$ cat src/rtl/core/ptpe_pkg.sv
// shared types and constants of the particle trail point emitter
// used by ptpe_alu, ptpe_clip and particle_trail_point_emitter
package ptpe_pkg;

    localparam int FRAC_BITS    = 10;
    localparam int MAX_TAIL     = 15;
    localparam int GRAVITY_STEP = 1024;

    // working widths: position walk, projection sum, pixel coordinates
    localparam int POS_W = 32;
    localparam int VEL_W = 24;
    localparam int ALU_W = 34;
    localparam int PIX_W = 26;

    localparam int IN_DATA_W  = 176;
    localparam int OUT_DATA_W = 32;

    // configuration register indexes
    localparam logic [1:0] CFG_CLIP_LEFT   = 2'd0;
    localparam logic [1:0] CFG_CLIP_TOP    = 2'd1;
    localparam logic [1:0] CFG_CLIP_RIGHT  = 2'd2;
    localparam logic [1:0] CFG_CLIP_BOTTOM = 2'd3;

    // blob candidate order: below, right, left, above
    localparam logic [1:0] CAND_BELOW = 2'd0;
    localparam logic [1:0] CAND_RIGHT = 2'd1;
    localparam logic [1:0] CAND_LEFT  = 2'd2;
    localparam logic [1:0] CAND_ABOVE = 2'd3;

    typedef enum logic [3:0] {
        S_IDLE,
        S_TRIPLE,
        S_ROUND,
        S_ROW,
        S_EMIT,
        S_STEP_X,
        S_STEP_Y,
        S_STEP_Z,
        S_STEP_W
    } t_state;

    typedef struct packed {
        logic signed [15:0] left;
        logic signed [15:0] top;
        logic signed [15:0] right;
        logic signed [15:0] bottom;
    } t_clip;

    typedef struct packed {
        logic [15:0] rel_x;
        logic [15:0] rel_y;
        logic        visible;
    } t_point;

endpackage

$ cat src/rtl/core/ptpe_alu.sv
// shared add/subtract unit of the trail walk and projection
// depends on ptpe_pkg
module ptpe_alu
    import ptpe_pkg::*;
(
    input  logic signed [ALU_W-1:0] i_a,
    input  logic signed [ALU_W-1:0] i_b,
    input  logic                    i_sub,
    output logic signed [ALU_W-1:0] o_sum
);

    assign o_sum = i_sub ? (i_a - i_b) : (i_a + i_b);

endmodule

$ cat src/rtl/core/ptpe_clip.sv
// candidate offset and half-open clip rectangle test for one point
// depends on ptpe_pkg
module ptpe_clip
    import ptpe_pkg::*;
(
    input  logic signed [PIX_W-1:0] i_col,
    input  logic signed [PIX_W-1:0] i_row,
    input  logic                    i_blob,
    input  logic [1:0]              i_cand,
    input  t_clip                   i_clip,
    output t_point                  o_point
);

    logic signed [PIX_W-1:0] w_px;
    logic signed [PIX_W-1:0] w_py;
    logic signed [PIX_W-1:0] w_l;
    logic signed [PIX_W-1:0] w_t;
    logic signed [PIX_W-1:0] w_r;
    logic signed [PIX_W-1:0] w_b;
    logic signed [PIX_W-1:0] w_dx;
    logic signed [PIX_W-1:0] w_dy;
    logic signed [PIX_W-1:0] w_ox;
    logic signed [PIX_W-1:0] w_oy;
    logic                    w_vis;

    always_comb begin
        w_ox = '0;
        w_oy = '0;
        if (i_blob) begin
            case (i_cand)
                CAND_BELOW: w_oy = PIX_W'(1);
                CAND_RIGHT: w_ox = PIX_W'(1);
                CAND_LEFT:  w_ox = -PIX_W'(1);
                default:    w_oy = -PIX_W'(1);
            endcase
        end
    end

    assign w_px = i_col + w_ox;
    assign w_py = i_row + w_oy;
    assign w_l  = {{(PIX_W-16){i_clip.left[15]}}, i_clip.left};
    assign w_t  = {{(PIX_W-16){i_clip.top[15]}}, i_clip.top};
    assign w_r  = {{(PIX_W-16){i_clip.right[15]}}, i_clip.right};
    assign w_b  = {{(PIX_W-16){i_clip.bottom[15]}}, i_clip.bottom};
    assign w_dx = w_px - w_l;
    assign w_dy = w_py - w_t;

    assign w_vis = (w_px >= w_l) && (w_px < w_r) && (w_py >= w_t) && (w_py < w_b);

    assign o_point.visible = w_vis;
    assign o_point.rel_x   = w_vis ? w_dx[15:0] : 16'd0;
    assign o_point.rel_y   = w_vis ? w_dy[15:0] : 16'd0;

endmodule

$ cat src/rtl/core/particle_trail_point_emitter.sv
// top level: request sequencer, walk registers, clip registers, output register
// depends on ptpe_pkg, ptpe_alu, ptpe_clip
//
// One particle request yields min(tail_length, age_ticks)+1 trail points, each giving
// one result in dot mode or four in blob mode, up to 64 results. A single shared
// add/subtract unit does all arithmetic: per trail point the states S_TRIPLE, S_ROUND
// and S_ROW project the row, S_EMIT loads the output register once per candidate and
// holds while the output register is full and stalled, and S_STEP_X, S_STEP_Y,
// S_STEP_Z and S_STEP_W step x, y, z and the vertical velocity after every point but
// the last. The input is ready only while no request is in work; a finished result
// may still wait in the output register. Configuration writes are taken at any edge
// with the write enable high.
module particle_trail_point_emitter
    import ptpe_pkg::*;
(
    input  logic                  i_clk,
    input  logic                  i_rst_n,
    // configuration
    input  logic                  i_cfg_we,
    input  logic [1:0]            i_cfg_index,
    input  logic [15:0]           i_cfg_data,
    // particle request
    input  logic                  i_s_tvalid,
    output logic                  o_s_tready,
    // pos_x[29:0] pos_y[59:30] pos_z[89:60] vel_x[110:90] vel_y[131:111]
    // vel_z[152:132] tail_length[156:153] age_ticks[172:157] zero pad
    input  logic [IN_DATA_W-1:0]  i_s_tdata,
    input  logic                  i_s_tuser,   // mode
    // candidate points
    output logic                  o_m_tvalid,
    input  logic                  i_m_tready,
    output logic [OUT_DATA_W-1:0] o_m_tdata,   // rel_x[15:0] rel_y[31:16]
    output logic                  o_m_tuser,   // visible
    output logic                  o_m_tlast    // last
);

    t_state r_state, n_state;
    t_clip  r_clip;

    logic signed [POS_W-1:0] r_x, n_x;
    logic signed [POS_W-1:0] r_y, n_y;
    logic signed [POS_W-1:0] r_z, n_z;
    logic signed [VEL_W-1:0] r_w, n_w;
    logic signed [VEL_W-1:0] r_vx, n_vx;
    logic signed [VEL_W-1:0] r_vy, n_vy;
    logic signed [ALU_W-1:0] r_tmp, n_tmp;
    logic                    r_blob, n_blob;
    logic [3:0]              r_pts_left, n_pts_left;
    logic [1:0]              r_cand, n_cand;

    logic                    r_out_valid, n_out_valid;
    logic [OUT_DATA_W-1:0]   r_out_data, n_out_data;
    logic                    r_out_vis, n_out_vis;
    logic                    r_out_last, n_out_last;

    logic signed [ALU_W-1:0] w_a;
    logic signed [ALU_W-1:0] w_b;
    logic                    w_sub;
    logic signed [ALU_W-1:0] w_sum;
    logic signed [PIX_W-1:0] w_col;
    logic signed [PIX_W-1:0] w_row;
    t_point                  w_point;
    logic [3:0]              w_tail;
    logic [15:0]             w_age;
    logic [3:0]              w_cnt;
    logic                    w_out_free;
    logic                    w_last_cand;

    ptpe_alu u_alu (
        .i_a   (w_a),
        .i_b   (w_b),
        .i_sub (w_sub),
        .o_sum (w_sum)
    );

    // floor shift of position and projected row
    assign w_col = {{(PIX_W-(POS_W-FRAC_BITS)){r_x[POS_W-1]}}, r_x[POS_W-1:FRAC_BITS]};
    assign w_row = {{(PIX_W-(ALU_W-FRAC_BITS)){r_tmp[ALU_W-1]}}, r_tmp[ALU_W-1:FRAC_BITS]};

    ptpe_clip u_clip (
        .i_col   (w_col),
        .i_row   (w_row),
        .i_blob  (r_blob),
        .i_cand  (r_cand),
        .i_clip  (r_clip),
        .o_point (w_point)
    );

    assign w_tail      = i_s_tdata[156:153];
    assign w_age       = i_s_tdata[172:157];
    assign w_cnt       = (w_age < {12'd0, w_tail}) ? w_age[3:0] : w_tail;
    assign w_out_free  = !r_out_valid || i_m_tready;
    assign w_last_cand = r_blob ? (r_cand == CAND_ABOVE) : 1'b1;

    // shared unit operand selection
    always_comb begin
        w_a   = '0;
        w_b   = '0;
        w_sub = 1'b0;
        unique case (r_state)
            S_TRIPLE: begin
                w_a = {{(ALU_W-POS_W){r_y[POS_W-1]}}, r_y};
                w_b = {{(ALU_W-POS_W-1){r_y[POS_W-1]}}, r_y, 1'b0};
            end
            S_ROUND: begin
                // bias negative values so the shift truncates toward zero
                w_a = r_tmp;
                w_b = r_tmp[ALU_W-1] ? ALU_W'(3) : '0;
            end
            S_ROW: begin
                w_a   = {{2{r_tmp[ALU_W-1]}}, r_tmp[ALU_W-1:2]};
                w_b   = {{(ALU_W-POS_W){r_z[POS_W-1]}}, r_z};
                w_sub = 1'b1;
            end
            S_STEP_X: begin
                w_a   = {{(ALU_W-POS_W){r_x[POS_W-1]}}, r_x};
                w_b   = {{(ALU_W-VEL_W){r_vx[VEL_W-1]}}, r_vx};
                w_sub = 1'b1;
            end
            S_STEP_Y: begin
                w_a   = {{(ALU_W-POS_W){r_y[POS_W-1]}}, r_y};
                w_b   = {{(ALU_W-VEL_W){r_vy[VEL_W-1]}}, r_vy};
                w_sub = 1'b1;
            end
            S_STEP_Z: begin
                w_a   = {{(ALU_W-POS_W){r_z[POS_W-1]}}, r_z};
                w_b   = {{(ALU_W-VEL_W){r_w[VEL_W-1]}}, r_w};
                w_sub = 1'b1;
            end
            S_STEP_W: begin
                w_a = {{(ALU_W-VEL_W){r_w[VEL_W-1]}}, r_w};
                w_b = ALU_W'(GRAVITY_STEP);
            end
            S_IDLE, S_EMIT: begin
                w_a = '0;
            end
            default: begin
                w_a = '0;
            end
        endcase
    end

    // sequencer next state
    always_comb begin
        n_state     = r_state;
        n_x         = r_x;
        n_y         = r_y;
        n_z         = r_z;
        n_w         = r_w;
        n_vx        = r_vx;
        n_vy        = r_vy;
        n_tmp       = r_tmp;
        n_blob      = r_blob;
        n_pts_left  = r_pts_left;
        n_cand      = r_cand;
        n_out_valid = r_out_valid && !i_m_tready;
        n_out_data  = r_out_data;
        n_out_vis   = r_out_vis;
        n_out_last  = r_out_last;
        unique case (r_state)
            S_IDLE: begin
                if (i_s_tvalid) begin
                    n_blob     = i_s_tuser;
                    n_x        = {{(POS_W-30){i_s_tdata[29]}}, i_s_tdata[29:0]};
                    n_y        = {{(POS_W-30){i_s_tdata[59]}}, i_s_tdata[59:30]};
                    n_z        = {{(POS_W-30){i_s_tdata[89]}}, i_s_tdata[89:60]};
                    n_vx       = {{(VEL_W-21){i_s_tdata[110]}}, i_s_tdata[110:90]};
                    n_vy       = {{(VEL_W-21){i_s_tdata[131]}}, i_s_tdata[131:111]};
                    n_w        = {{(VEL_W-21){i_s_tdata[152]}}, i_s_tdata[152:132]};
                    n_pts_left = w_cnt;
                    n_state    = S_TRIPLE;
                end
            end
            S_TRIPLE: begin
                n_tmp   = w_sum;
                n_state = S_ROUND;
            end
            S_ROUND: begin
                n_tmp   = w_sum;
                n_state = S_ROW;
            end
            S_ROW: begin
                n_tmp   = w_sum;
                n_cand  = CAND_BELOW;
                n_state = S_EMIT;
            end
            S_EMIT: begin
                if (w_out_free) begin
                    n_out_valid = 1'b1;
                    n_out_data  = {w_point.rel_y, w_point.rel_x};
                    n_out_vis   = w_point.visible;
                    n_out_last  = w_last_cand && (r_pts_left == 4'd0);
                    if (!w_last_cand) begin
                        n_cand = r_cand + 2'd1;
                    end else if (r_pts_left == 4'd0) begin
                        n_state = S_IDLE;
                    end else begin
                        n_state = S_STEP_X;
                    end
                end
            end
            S_STEP_X: begin
                n_x     = w_sum[POS_W-1:0];
                n_state = S_STEP_Y;
            end
            S_STEP_Y: begin
                n_y     = w_sum[POS_W-1:0];
                n_state = S_STEP_Z;
            end
            S_STEP_Z: begin
                n_z     = w_sum[POS_W-1:0];
                n_state = S_STEP_W;
            end
            S_STEP_W: begin
                n_w        = w_sum[VEL_W-1:0];
                n_pts_left = r_pts_left - 4'd1;
                n_state    = S_TRIPLE;
            end
            default: begin
                n_state = S_IDLE;
            end
        endcase
    end

    always_ff @(posedge i_clk) begin
        if (!i_rst_n) begin
            r_state     <= S_IDLE;
            r_out_valid <= 1'b0;
        end else begin
            r_state     <= n_state;
            r_out_valid <= n_out_valid;
        end
    end

    always_ff @(posedge i_clk) begin
        r_x        <= n_x;
        r_y        <= n_y;
        r_z        <= n_z;
        r_w        <= n_w;
        r_vx       <= n_vx;
        r_vy       <= n_vy;
        r_tmp      <= n_tmp;
        r_blob     <= n_blob;
        r_pts_left <= n_pts_left;
        r_cand     <= n_cand;
        r_out_data <= n_out_data;
        r_out_vis  <= n_out_vis;
        r_out_last <= n_out_last;
    end

    always_ff @(posedge i_clk) begin
        if (!i_rst_n) begin
            r_clip.left   <= 16'sd0;
            r_clip.top    <= 16'sd0;
            r_clip.right  <= 16'sd640;
            r_clip.bottom <= 16'sd480;
        end else if (i_cfg_we) begin
            unique case (i_cfg_index)
                CFG_CLIP_LEFT:   r_clip.left   <= i_cfg_data;
                CFG_CLIP_TOP:    r_clip.top    <= i_cfg_data;
                CFG_CLIP_RIGHT:  r_clip.right  <= i_cfg_data;
                CFG_CLIP_BOTTOM: r_clip.bottom <= i_cfg_data;
                default:         r_clip.left   <= r_clip.left;
            endcase
        end
    end

    assign o_s_tready = (r_state == S_IDLE);
    assign o_m_tvalid = r_out_valid;
    assign o_m_tdata  = r_out_data;
    assign o_m_tuser  = r_out_vis;
    assign o_m_tlast  = r_out_last;

    // a point outside the rectangle carries zero coordinates
    a_hidden_zero: assert property (@(posedge i_clk) disable iff (!i_rst_n)
        (o_m_tvalid && !o_m_tuser) |-> (o_m_tdata == '0))
        else $error("hidden point with nonzero coordinates");

    // an accepted request keeps the input closed for the next cycle
    a_busy_after_accept: assert property (@(posedge i_clk) disable iff (!i_rst_n)
        (i_s_tvalid && o_s_tready) |=> !o_s_tready)
        else $error("input ready right after a request");

    // results are loaded only from the emit step
    a_load_from_emit: assert property (@(posedge i_clk) disable iff (!i_rst_n)
        (!$past(o_m_tvalid) && o_m_tvalid) |-> ($past(r_state) == S_EMIT))
        else $error("result appeared outside the emit step");

endmodule

$ cat config.mk
export PLATFORM = sky130hd
export DESIGN_NAME = particle_trail_point_emitter
export DESIGN_NICKNAME = d
export VERILOG_FILES = /design/src/rtl/core/ptpe_pkg.sv /design/src/rtl/core/ptpe_alu.sv /design/src/rtl/core/ptpe_clip.sv /design/src/rtl/core/particle_trail_point_emitter.sv
export SDC_FILE = /design/constraint.sdc
export NUM_CORES = 1
export LEC_CHECK = 0
export BUFFER_PORTS_ARGS = -buffer_cell sky130_fd_sc_hd__buf_2
export CAP_MARGIN = 20
export CELL_PAD_IN_SITES_DETAIL_PLACEMENT = 0
export CELL_PAD_IN_SITES_GLOBAL_PLACEMENT = 2
export CORE_MARGIN = 2
export CORE_UTILIZATION = 40
export CTS_CLUSTER_SIZE = 25
export DETAILED_ROUTE_END_ITERATION = 10
export PLACE_DENSITY = 0.84
export SLEW_MARGIN = 25
export SYNTH_ARGS = -nofsm -noshare
export SYNTH_HDL_FRONTEND = slang
export SYNTH_SLANG_ARGS = --single-unit
$ cat constraint.sdc
create_clock -name i_clk -period 8.8 [get_ports i_clk]
set_input_delay 1.76 -clock i_clk [delete_from_list [all_inputs] [get_ports i_clk]]
set_output_delay 1.76 -clock i_clk [all_outputs]
set_load 0.01 [all_outputs]
# ---- Word level (Yosys, flattened, before mapping)
# Cells that the tools add are included.
dict set report totals {
  word_cells 114
  register_bits 306
  in_bits 200
  out_inout_bits 36
}
dict set report classes {
  reduce_logical 33
  mux 31
  addsub 8
  n_eq_ne 18
  magnitude_cmp 5
}
# operator count
set op_table {}
lappend op_table {{case mux 34 bit (7 select lines)} 1}
lappend op_table {{case mux 34 bit (6 select lines)} 1}
lappend op_table {{case mux 32 bit (2 select lines)} 3}
lappend op_table {{case mux 26 bit (2 select lines)} 2}
lappend op_table {{2-to-1 mux 32 bit} 3}
lappend op_table {{greater-or-equal comparator 26 x 16 -> 1 bit} 2}
lappend op_table {{< comparator 26 x 16 -> 1 bit} 2}
lappend op_table {{2-to-1 mux 26 bit} 2}
lappend op_table {{case mux 24 bit (2 select lines)} 1}
lappend op_table {{case mux 4 bit (9 select lines)} 1}
lappend op_table {{adder 34 bit} 1}
lappend op_table {{2-to-1 mux 34 bit} 1}
lappend op_table {{subtractor 34 bit} 1}
lappend op_table {{subtractor 16 bit} 2}
lappend op_table {{adder 22 x 26 -> 26 bit} 1}
lappend op_table {{adder 24 x 26 -> 26 bit} 1}
lappend op_table {{2-to-1 mux 24 bit} 1}
lappend op_table {{2-to-1 mux 4 bit} 5}
lappend op_table {{AND reduction 2 bit} 10}
lappend op_table {{== test 4 x 3 -> 1 bit, second input constant} 4}
lappend op_table {{< comparator 16 x 4 -> 1 bit} 1}
lappend op_table {{nonzero test 2 bit} 5}
lappend op_table {{== test 2 bit, second input constant} 4}
lappend op_table {{== test 4 x 2 -> 1 bit, second input constant} 2}
lappend op_table {{20 further kinds} 38}

# ---- Logic depth before layout (Yosys ltp)
dict set report depth {
  word_depth 8
  ltp_mapped 27
  depth_no_buf 25
}

# ---- By module
# Synthesis repeated with hierarchy kept, for this count alone.
dict set report unflattened {
  hier_cells 2391
  hier_area_um2 21728.3
}
# module instances seq_area_each_um2 area_per_inst_um2 cells_per_inst
set modules_own_cells {}
lappend modules_own_cells {particle_trail_point_emitter 1 8498.2 13399.1 1208}
lappend modules_own_cells {ptpe_clip 1 0.0 5690.5 803}
lappend modules_own_cells {ptpe_alu 1 0.0 2638.8 380}

# ---- Worst setup path before layout
# No wires, ideal clock.
dict set report synth_path {
  path_kind {register -> register}
  start {register r_cand[0]}
  end {register r_out_data[26], in the netlist o_m_tdata[26] (data pin)}
  stages_incl_launch_ff 26
  synth_period_minus_slack_ns 5.392
  n_path_buf 4
  setup_ns 0.266
  slack_ns 3.408
  arrival_ns 5.126
  required_time_ns 8.534
  path_cell_list {edfxtp_1 -> ha_1 -> nand2_1 -> clkbuf_1 -> clkbuf_1 -> clkbuf_1 -> xnor2_1 -> ha_1 -> nor2_1 -> a41oi_1 -> o21a_1 -> a41oi_1 -> o22ai_1 -> or3_1 -> nor4_1 -> a41oi_1 -> xnor2_1 -> ha_1 -> nand4_1 -> or2_2 -> o21ai_0 -> nor2_1 -> a221oi_1 -> nand4b_1 -> clkbuf_1 -> nor2_1}
}
dict set report synth_via {
  elab_chain_cells 8
  word_cells_on_any_way 18
  classes_between {add/sub (3); order compare (4); eq/ne (2); mux (4); reduce/logical (5)}
}
# item line
set synth_rtl {}
lappend synth_rtl {{from (decl)} particle_trail_point_emitter.sv:49} ;# logic [1:0] r_cand, n_cand;
lappend synth_rtl {{from (signal assigned)} particle_trail_point_emitter.sv:245} ;# r_cand <= n_cand;
lappend synth_rtl {{== test 2 x 1 -> 1 bit or == test 2 bit (tied branches)} ptpe_clip.sv:30} ;# case (i_cand)
lappend synth_rtl {{OR reduction 2 bit (no source line) or case mux 26 bit (2 select lines) (tied branches)} -}
lappend synth_rtl {{case mux 26 bit (2 select lines) or 2-to-1 mux 26 bit (tied branches)} {ptpe_clip.sv:30, ptpe_clip.sv:29}}
lappend synth_rtl {{2-to-1 mux 26 bit or adder 22 x 26 -> 26 bit (tied branches)} {ptpe_clip.sv:29, ptpe_clip.sv:39}}
lappend synth_rtl {{adder 24 x 26 -> 26 bit (tied with other cells)} ptpe_clip.sv:40} ;# assign w_py = i_row + w_oy;
lappend synth_rtl {{greater-or-equal comparator 26 x 16 -> 1 bit or logical AND 1 bit (tied branches)} ptpe_clip.sv:48} ;# assign w_vis = (w_px >= w_l) && (w_px < w_r) && (w_py >= w_t) && (w_py < w_b);
lappend synth_rtl {{logical AND 1 bit (2 in a row)} ptpe_clip.sv:48}
lappend synth_rtl {{to (signal assigned)} particle_trail_point_emitter.sv:246} ;# r_out_data <= n_out_data;
lappend synth_rtl {{to (decl)} particle_trail_point_emitter.sv:52} ;# logic [OUT_DATA_W-1:0] r_out_data, n_out_data;
# Parallel ways exist; a longest one is shown, timed or not.
# A chain may end at the register's enable or synchronous reset.

# ---- Worst setup path after layout
dict set report layout_path {
  start {register r_cand[0]}
  end {register r_out_data[19], in the netlist o_m_tdata[19] (data pin)}
}
# The elaborated chain is that of the path after synthesis.

==> impl_metrics.py <==
metrics = {
    "final_layout": {
        "drive_gt1_share_pct": 15.4,
        "area_growth_pct": 14.4,
        "final_cell_count_no_fill": 3257,
        "fin_area_mm2": 0.0246,
        "nNetsFinal": 2898,
        "final_util_pct": 46.0,
    },
    "yosys": {
        "synth.avg_cell_area_um2": 9.16,
        "yosys-top-cells-count": "nand2_1, edfxtp_1, o21ai_0",
        "yosysWarnings": 0,
        "netlist_area_mm2": 0.0215,
        "ys.flop_type": "edfxtp_1",
        "synth_seq_area_share_pct": 39.5,
        "synth.most_common_cell": "nand2_1",
        "synth_nets": 2722,
        "synth.ff_latch_count": 306,
        "synth.distinct_cells": 90,
        "synth_edf_count": 237,
        "syn_inst": 2351,
        "async_flop_share_pct": 0,
        "yosysTopAreaCell": "edfxtp_1",
        "synth_top_cell_area_share_pct": 33.1,
        "synthTopCellsByArea": "edfxtp_1, ha_1, dfxtp_1, nand2_1, o21ai_0",
    },
    "critical_path": {
        "cp-start-kind": "flop",
        "path_max_fanout": 33,
        "required_ns": 9.10,
        "rrSetupSlack_ns": 2.25,
        "crit_path_start": "r_cand[0]$_SDFFCE_PN0P_",
        "critPathCaptureType": "flop",
        "critical_path_arrival_ns": 6.85,
        "rr_startpoint": "r_cand[0]$_SDFFCE_PN0P_",
        "worstSetupEndpoint": "o_m_tdata[19]$_SDFFCE_PN0P_",
        "critical_path_class": "reg2reg",
        "timing.reg2reg.worst_path_depth": 24,
        "regToRegEndpoint": "o_m_tdata[19]$_SDFFCE_PN0P_",
    },
    "timing": {
        "setup_ws_ns": 2.25,
        "relSlewSlack_pct": 31.5,
        "period_share_pct": 74.4,
        "hold_violations": 0,
        "period_minus_slack_ns": 6.55,
        "finalMaxSlewViolations": 0,
        "rsz0062_at_grt": "false",
        "fin_setup_tns_ns": 0,
        "tightest_slew_ns": 1.03,
        "clock_skew_ns": 0.0225,
        "setup_violations": 0,
        "max_freq_mhz": 153,
    },
    "floorplan": {
        "die_y_um": 236,
        "core-area_mm2": 0.0535,
        "num_rows": 85,
        "die_area_mm2": 0.0557,
        "initial_core_util_pct": 40.2,
        "io_pins": 236,
        "die_w_um": 236,
    },
    "place": {
        "dpl.cell_count": 3181,
        "place.gp.congestion": 0.915,
        "place_area_mm2": 0.0233,
        "pre_cts_ws_ns": 2.31,
        "dp_hpwl_um": 52900,
        "port_buffers": 232,
    },
    "power": {
        "power_frac_seq_pct": 33.3,
        "leakage_nw": 9.94,
        "p_int_w": 0.00366,
        "netSwitchingFraction_pct": 38.8,
        "pwr-share-comb_pct": 39.2,
        "ir_drop_mv": 0.169,
        "pwr-share-clk_pct": 27.5,
        "power.switching_w": 0.00232,
        "p_per_area_mw_per_mm2": 243,
    },
    "clocking": {
        "clock-sinks": 306,
        "path_clk_slew_ns": 0.06,
        "cts_resized": 0,
        "numCtsBuffers": 39,
        "clk-insertion-delay-late_ns": 0.57,
        "cts_tree": "yes",
        "cts_buffer_depth": 3,
        "holdBufCountCts": 0,
        "post-cts-setup-buffers": 0,
        "clockRootBuffer": "clkbuf_16",
        "cts_max_level": 2,
    },
    "hold_path": {
        "hold_path_class": "reg2reg",
    },
    "detailed_routing": {
        "vias_per_cell": 5.70,
        "wire_per_inst_um": 21.6,
        "drt-initial-drc-count": 1393,
        "drtAntennaViolNets": 0,
        "dr_wl_met3_um": 3620,
        "wl_met1_um": 30500,
        "dr_wl_met2_um": 34600,
        "routed_wl_um": 70400,
        "dr.pass1.iters": 7,
        "dr_total_vias": 18600,
        "highest_layer": "met4",
        "drc": 0,
    },
    "run": {
        "drv_cap": 0,
    },
    "grt": {
        "grt_pass1_vias": 18400,
        "grt-ovfl-total": 0,
        "grt_max_degree": 68,
        "antenna_found_initial": 0,
        "grt_pass1_wl_um": 106000,
        "grt.total_usage_pct": 24.7,
    },
    "status": {
        "outcome": "finished, final reports clean",
    },
}
## routing by layer
layer  vias to the layer above  global-route usage [%]
met5                         -                       0
li1                       8952                       -
met3                       101                    3.44
met1                      8929                    31.8
met4                         0                    7.24
met2                       573                    43.2
## cell type report
type	instances	area, um2
Sequential cell	306	8500
Clock buffer	49	1080
Multi-Input combinational cell	1770	12000
Antenna cell	3	7.51
Fill cell	5234	28900
Clock inverter	23	238
Timing Repair Buffer	261	1400
Inverter	149	559
Tap cell	696	871
## power by group through the flow
| stage | Clock, W | Combinational, W | Sequential (W) |
|---|---|---|---|
| 5_1_grt | 0.00172 | 0.00261 | 0.00201 |
| 6_report | 0.00164 | 0.00234 | 0.00199 |
| 3_5_place_dp | 0 | 0.00233 | 0.00201 |
| 3_3_place_gp | 0 | 0.00230 | 0.00201 |
| 2_1_floorplan | 0 | 0.00173 | 0.00187 |
| 4_1_cts | 0.00168 | 0.00234 | 0.00198 |
## sequential cells by signal, indices dropped and copies added (netlist names)
| register | count |
|---|---|
| o_m_tuser | 1 |
| o_m_tvalid | 1 |
| r_z | 32 |
| r_vy | 21 |
| r_state | 4 |
| r_x | 32 |
| o_m_tlast | 1 |
| r_w | 24 |
| r_vx | 21 |
| r_y | 32 |
| o_m_tdata | 32 |
| r_pts_left | 4 |
| r_cand | 2 |
| r_clip | 64 |
| r_blob | 1 |
| r_tmp | 34 |
## worst max-delay path, cell delays in order (launching register included)
cell and delay, ns:
edfxtp_1 0.45, inv_1 0.09, ha_1 0.14, nand2_1 0.09, inv_1 0.55, ha_1 0.39
nor2b_1 0.14, o21ai_0 0.22, a21boi_0 0.20, nor2_1 0.17, o31ai_1 0.16, o31ai_1 0.53
a311oi_1 0.26, o41a_1 0.42, o31ai_1 0.36, ha_1 0.18, nand2_1 0.07, nor4_1 0.58
nand2_1 0.15, o31ai_1 0.25, a211oi_1 0.13, mux2i_1 0.15, nand4b_1 0.11, buf_4 0.34
nor3_1 0.11
## metrics by stage
step           total power (W)  hold WS [ns]
2_1_floorplan          0.00360         0.443
3_3_place_gp           0.00431         0.452
3_5_place_dp           0.00434         0.458
4_1_cts                0.00600         0.466
5_1_grt                0.00634         0.486
6_report               0.00598         0.465
## worst min path at each step
stage / from / endpoint / slack, ns / cells after the start
after floorplan: r_clip[15]$_SDFFE_PN0P_ / r_clip[15]$_SDFFE_PN0P_ / 0.44 / 2
after global placement: r_clip[2]$_SDFFE_PN0P_ / r_clip[2]$_SDFFE_PN0P_ / 0.45 / 2
after detailed placement: r_clip[22]$_SDFFE_PN0P_ / r_clip[22]$_SDFFE_PN0P_ / 0.46 / 2
after CTS: r_clip[0]$_SDFFE_PN0P_ / r_clip[0]$_SDFFE_PN0P_ / 0.47 / 2
after global routing: r_clip[20]$_SDFFE_PN0P_ / r_clip[20]$_SDFFE_PN0P_ / 0.49 / 2
final: r_clip[55]$_SDFFE_PN0P_ / r_clip[55]$_SDFFE_PN0P_ / 0.46 / 2
## kinds of logic (layout without fill, tap and decap cells)
family,Yosys count,after routing,synth area share (%)
flip-flops,306,306,39.5
other,0,3,0
XOR/XNOR,134,134,5.45
adder cells (fa/ha/maj),171,171,10.1
AND/OR/NAND/NOR,711,711,15.4
AO/OA/AOI/OAI,682,682,20.6
buffers and inverters,275,482,5.28
multiplexers,72,72,3.67
## cell usage in the layout (no fill, tap or decap), types with 41 or more instances in the layout
cell type  instances
o21ai_0          208
buf_2            232
mux2i_1           41
edfxtp_1         237
inv_1            148
nand2_1          329
dfxtp_1           67
a21o_1            62
a222oi_1          42
nor2_1           141
a21boi_0          64
xnor2_1           81
xor2_1            53
a21oi_1          130
ha_1             167
Power figures use the tool's default switching activity.
